$ cat src/rtl/core/generational_handle_allocator_unit_macros.svh
// Assertion macros for the handle allocator.
// Each macro expects signals named clock and reset in the calling scope.
`ifndef GENERATIONAL_HANDLE_ALLOCATOR_UNIT_MACROS_SVH
`define GENERATIONAL_HANDLE_ALLOCATOR_UNIT_MACROS_SVH

`ifndef SYNTH
// same-cycle implication
`define GHAU_ASSERT_IMP(name, ante, cons) \
   name: assert property (@(posedge clock) disable iff (reset) (ante) |-> (cons)) \
      else $error("ghau assertion failed");
// next-cycle implication
`define GHAU_ASSERT_NEXT(name, ante, cons) \
   name: assert property (@(posedge clock) disable iff (reset) (ante) |=> (cons)) \
      else $error("ghau assertion failed");
`else
`define GHAU_ASSERT_IMP(name, ante, cons)
`define GHAU_ASSERT_NEXT(name, ante, cons)
`endif

`endif

$ cat src/rtl/core/ghau_ram.sv
`timescale 1ns / 1ps
module ghau_ram #(
   parameter int WIDTH = 8,
   parameter int DEPTH = 256,
   localparam int AW = $clog2(DEPTH)
) (
   input  logic             clock,
   input  logic             we,
   input  logic [AW-1:0]    waddr,
   input  logic [WIDTH-1:0] wdata,
   input  logic             re,
   input  logic [AW-1:0]    raddr,
   output logic [WIDTH-1:0] rdata
);

   logic [WIDTH-1:0] mem_ff [DEPTH];
   logic [WIDTH-1:0] rdata_ff;

   always_ff @(posedge clock) begin
      if (we) begin
         mem_ff[waddr] <= wdata;
      end
      if (re) begin
         rdata_ff <= mem_ff[raddr];
      end
   end

   assign rdata = rdata_ff;

endmodule

$ cat config.mk
export PLATFORM = sky130hd
export DESIGN_NAME = ghau_ram
export DESIGN_NICKNAME = d
export VERILOG_FILES = /design/src/rtl/core/generational_handle_allocator_unit_macros.svh /design/src/rtl/core/ghau_ram.sv
export SDC_FILE = /design/constraint.sdc
export NUM_CORES = 2
export LEC_CHECK = 0
export BUFFER_PORTS_ARGS = -buffer_cell sky130_fd_sc_hd__buf_2
export CELL_PAD_IN_SITES_DETAIL_PLACEMENT = 1
export CELL_PAD_IN_SITES_GLOBAL_PLACEMENT = 2
export CORE_UTILIZATION = 35
export DETAILED_ROUTE_END_ITERATION = 6
export GPL_ROUTABILITY_DRIVEN = 0
export GPL_TIMING_DRIVEN = 0
export PLACE_DENSITY_LB_ADDON = 0.1
export SKIP_CTS_REPAIR_TIMING = 1
export SYNTH_ARGS = -nofsm -noshare
export SYNTH_HDL_FRONTEND = slang
export SYNTH_SLANG_ARGS = --single-unit
$ cat constraint.sdc
create_clock -name clock -period 3.6 [get_ports clock]
set_input_delay 0.72 -clock clock [delete_from_list [all_inputs] [get_ports clock]]
set_output_delay 0.72 -clock clock [all_outputs]
set_load 0.02 [all_outputs]
==> metrics.csv <==
stage,metric,value,unit
cts,root buffer cell,clkbuf_16,
layout,Layout area overhead,15.5,%
grt,Congestion Overflow GR,0,
setup_path,Reg2Reg Launch Point,mem_ff[83][5]$_DFFE_PP_,
yosys,Seq cells post-synth,2056,
cts,H-tree levels,4,
layout,proportion of layout cells with a drive suffix above 1,25.4,%
setup_path,CP max stage delay,770,ps
route,drt wl/cell,40.0,um
grt,met1 usage,35.1,%
placement,DP HPWL,195000,um
sta,worst slew pin tran,1450,ps
cts,CTS tree,built,
sta,Hold Fails Final Rpt,0,
flow_run,max-cap violations,0,
layout,utilization after layout,40.8,%
sta,Slew headroom,3.37,%
grt,GR peak layer,met2,
setup_path,Required @ worst endpoint,4170,ps
route,DRT iter0 DRCs,4794,
die,Core ar.,226000,sq um
pwr,Power Internal,0.0404,W
yosys,number of distinct library cells after synthesis,54,
sta,Final Worst Setup Slack,-219,ps
route,post-route ant nets,0,
layout,Nets,4042,
yosys,Post-Syn Nets,3760,
placement,IO buf count,27,
sta,fin. max-slew vios,0,
grt,gr usage total,25.1,%
status,status,"complete, but fails checks",
pwr,peak supply drop,0.457,mV
route,Via density,5.66,
route,routed via count,40800,
pwr,Power per Cell Area,570,nW/um^2
pwr,part of the power in combinational logic,6.0,%
yosys,Post-synth EDFFs,2056,
sta,Clock Skew,65.9,ps
cts,Clock Path Buffers,3,
route,# DRC,0,
yosys,asr flop ratio synth,0,%
die,IO Count,35,
yosys,Synth Area per Inst,21.3,sq um
sta,fmax,262,MHz
yosys,"Seq/Total Area, Yosys",77.5,%
sta,RSZ-0062 raised after global routing,true,
sta,endpoints failing setup,169,
setup_path,crit start category,input pin,
die,initial core utilization,35.3,%
cts,Clock Latency Late Sink,890,ps
grt,largest net degree at the start of global routing,130,
grt,M3 GR Usage,3.91,%
grt,vias in the first global route,42500,
die,DIE HEIGHT,479,um
grt,first-pass GRT wire length,385000,um
die,die area,229000,sq um
setup_path,Worst Path Max Fanout,10,
yosys,Syn Inst Count,3733,
yosys,Post-Syn Area,79600,sq um
die,Die Span X,479,um
grt,antenna violations before repair,23,
pwr,Sw Pwr,0.0121,W
setup_path,Setup Crit Path Kind,in2reg,
pwr,Leak Pwr,28.2,nW
yosys,prevailing post-synth register cell,edfxtp_1,
worst_hold_path,hold path startpoint,re,
worst_hold_path,worst min path class,in2reg,
pwr,Flop pwr share,50.4,%
setup_path,Setup crit start,raddr[2],
yosys,yosys warns,0,
setup_path,CP Data Arrival Time,4390,ps
setup_path,CP endpoint kind,flip-flop,
pwr,clock share of power,43.6,%
status,failing checks,setup timing,
route,drt first pass iters,5,
setup_path,CP most frequent cell,buf_2,
cts,TritonCTS Sinks,2056,
setup_path,critical-path cell list,"buf_2, buf_2, nor2b_1, buf_1, clkbuf_4, a22oi_1, a21oi_1, nor4_1, nor4_2",
pwr,switching share of power,23.1,%
layout,fillers,21200,
route,total wire length,288000,um
cts,Worst-path clk slew,60,ps
placement,pre-CTS setup slack,-2400,ps
die,Rows,174,
sta,Final Cycle Share,106,%
grt,global routing usage on met2,40.2,%
sta,post-route minimum period,3820,ps
setup_path,critical path's slowest cell,nor4_2,
sta,hold_ws,180,ps
cts,CTS Buf Count,223,
==> state kept, by name, indices dropped and copies added, names as in the netlist <==
register,cells
rdata,8
mem_ff,2048
==> logic make-up after synthesis <==
family          count (synthesis)  synth area share [%]
compound gates                385                  3.42
buf+inv                       235                  1.83
flops                        2056                  77.5
mux                           591                  14.6
simple gates                  466                  2.63
==> final timing paths <==
kind | to | slack (ps) | depth (start not counted)
worst max register to register | rdata[5]$_DFFE_PP_ | 440 | 6
worst min-delay path | rdata[3]$_DFFE_PP_ | 180 | 1
worst min register to register | rdata[3]$_DFFE_PP_ | 1530 | 6
worst max-delay path | rdata[6]$_DFFE_PP_ | -220 | 9
==> synthesized netlist by cell type, types with 2 or more instances <==
cell type | number | area [sq um]
nor3_1 | 22 | 110
nand3b_1 | 2 | 15.0
nand4_1 | 10 | 62.6
o221ai_1 | 46 | 403
a22o_1 | 8 | 70.1
nor4_2 | 3 | 37.5
mux2i_1 | 134 | 1340
nor4_1 | 24 | 150
edfxtp_1 | 2056 | 61700
nand2b_1 | 8 | 50.1
and3b_1 | 2 | 17.5
buf_6 | 21 | 236
buf_2 | 31 | 155
nand2_1 | 33 | 124
a211oi_1 | 16 | 120
o211ai_1 | 10 | 75.1
buf_8 | 13 | 195
buf_12 | 8 | 160
a22oi_1 | 133 | 998
o21ai_0 | 10 | 50.1
a2111oi_0 | 2 | 17.5
a21oi_1 | 96 | 480
a311oi_1 | 2 | 17.5
and2_1 | 6 | 37.5
a31oi_1 | 2 | 12.5
clkbuf_1 | 111 | 417
a221oi_1 | 13 | 114
buf_1 | 22 | 82.6
a2111oi_1 | 2 | 20.0
o22a_1 | 5 | 43.8
o21ai_1 | 2 | 10.0
buf_4 | 27 | 203
nand3_1 | 34 | 170
mux4_2 | 454 | 10200
nor2b_1 | 31 | 194
or2_2 | 4 | 25.0
nor2_1 | 282 | 1060
o22ai_1 | 28 | 175
mux4_1 | 2 | 52.6
o32ai_1 | 4 | 35.0
==> cell type report <==
| cell class | instances | area [sq um] | share of cell area, % |
|---|---|---|---|
| Buffer | 232 | 1580 | 1.72 |
| Clock inverter | 141 | 1390 | 1.51 |
| Inverter | 2 | 7.51 | 0.00816 |
| Tap cell | 2992 | 3740 | 4.07 |
| Timing Repair Buffer | 58 | 872 | 0.948 |
| Clock buffer | 279 | 5790 | 6.29 |
| Antenna cell | 5 | 12.5 | 0.0136 |
| Sequential cell | 2056 | 61700 | 67.1 |
| Multi-Input combinational cell | 1442 | 16900 | 18.3 |
==> placed cells by master (no fill, tap or decap), types with 9 or more instances in the layout <==
master / count
nor2_2: 24
nor2_1: 257
clkbuf_1: 108
buf_12: 11
nor4_2: 11
nor2b_1: 30
nor4_1: 9
buf_8: 22
mux4_2: 454
buf_2: 52
buf_4: 33
clkbuf_16: 223
o211ai_1: 10
o221ai_1: 46
a22oi_1: 132
clkinv_1: 58
nor3_1: 14
clkbuf_2: 55
bufinv_16: 23
clkbuf_4: 15
o21ai_0: 10
buf_16: 19
nand4_1: 10
o22ai_1: 27
edfxtp_1: 2056
clkinv_2: 43
nand3_1: 33
buf_6: 22
nand2_1: 33
a21oi_1: 93
mux2i_1: 134
a211oi_1: 14
==> metrics by stage <==
step | total power [W] | cells | setup TNS [ps] | cell area, sq um
2_1_floorplan | 0.0282 | 3733 | 0 | 79600
4_1_cts | 0.0528 | 7201 | -9770 | 91500
3_3_place_gp | 0.0300 | 6752 | -5082040 | 83500
5_1_grt | 0.0537 | 7204 | -137 | 92000
6_report | 0.0525 | 7207 | -7210 | 92000
3_5_place_dp | 0.0300 | 6781 | -913300 | 84300
==> power by group through the flow <==
stage / registers, W / clock network [W] / logic (W)
after detailed placement: 0.0269 / 0 / 0.00311
after global routing: 0.0264 / 0.0241 / 0.00324
after floorplan: 0.0269 / 0 / 0.00128
after global placement: 0.0270 / 0 / 0.00298
final: 0.0264 / 0.0229 / 0.00316
after CTS: 0.0264 / 0.0233 / 0.00311
==> critical path, delay by kind of cell <==
kind | cells | cell delay, ps
compound gates | 2 | 580
buf+inv | 4 | 1850
simple gates | 3 | 1150
==> per-layer routing <==
| metal | wire (um) | up-vias |
|---|---|---|
| met2 | 137000 | 1366 |
| met3 | 16200 | 369 |
| li1 | - | 16400 |
| met5 | 50 | - |
| met4 | 9950 | 8 |
| met1 | 125000 | 22700 |
(Power assumes the default switching activity.)
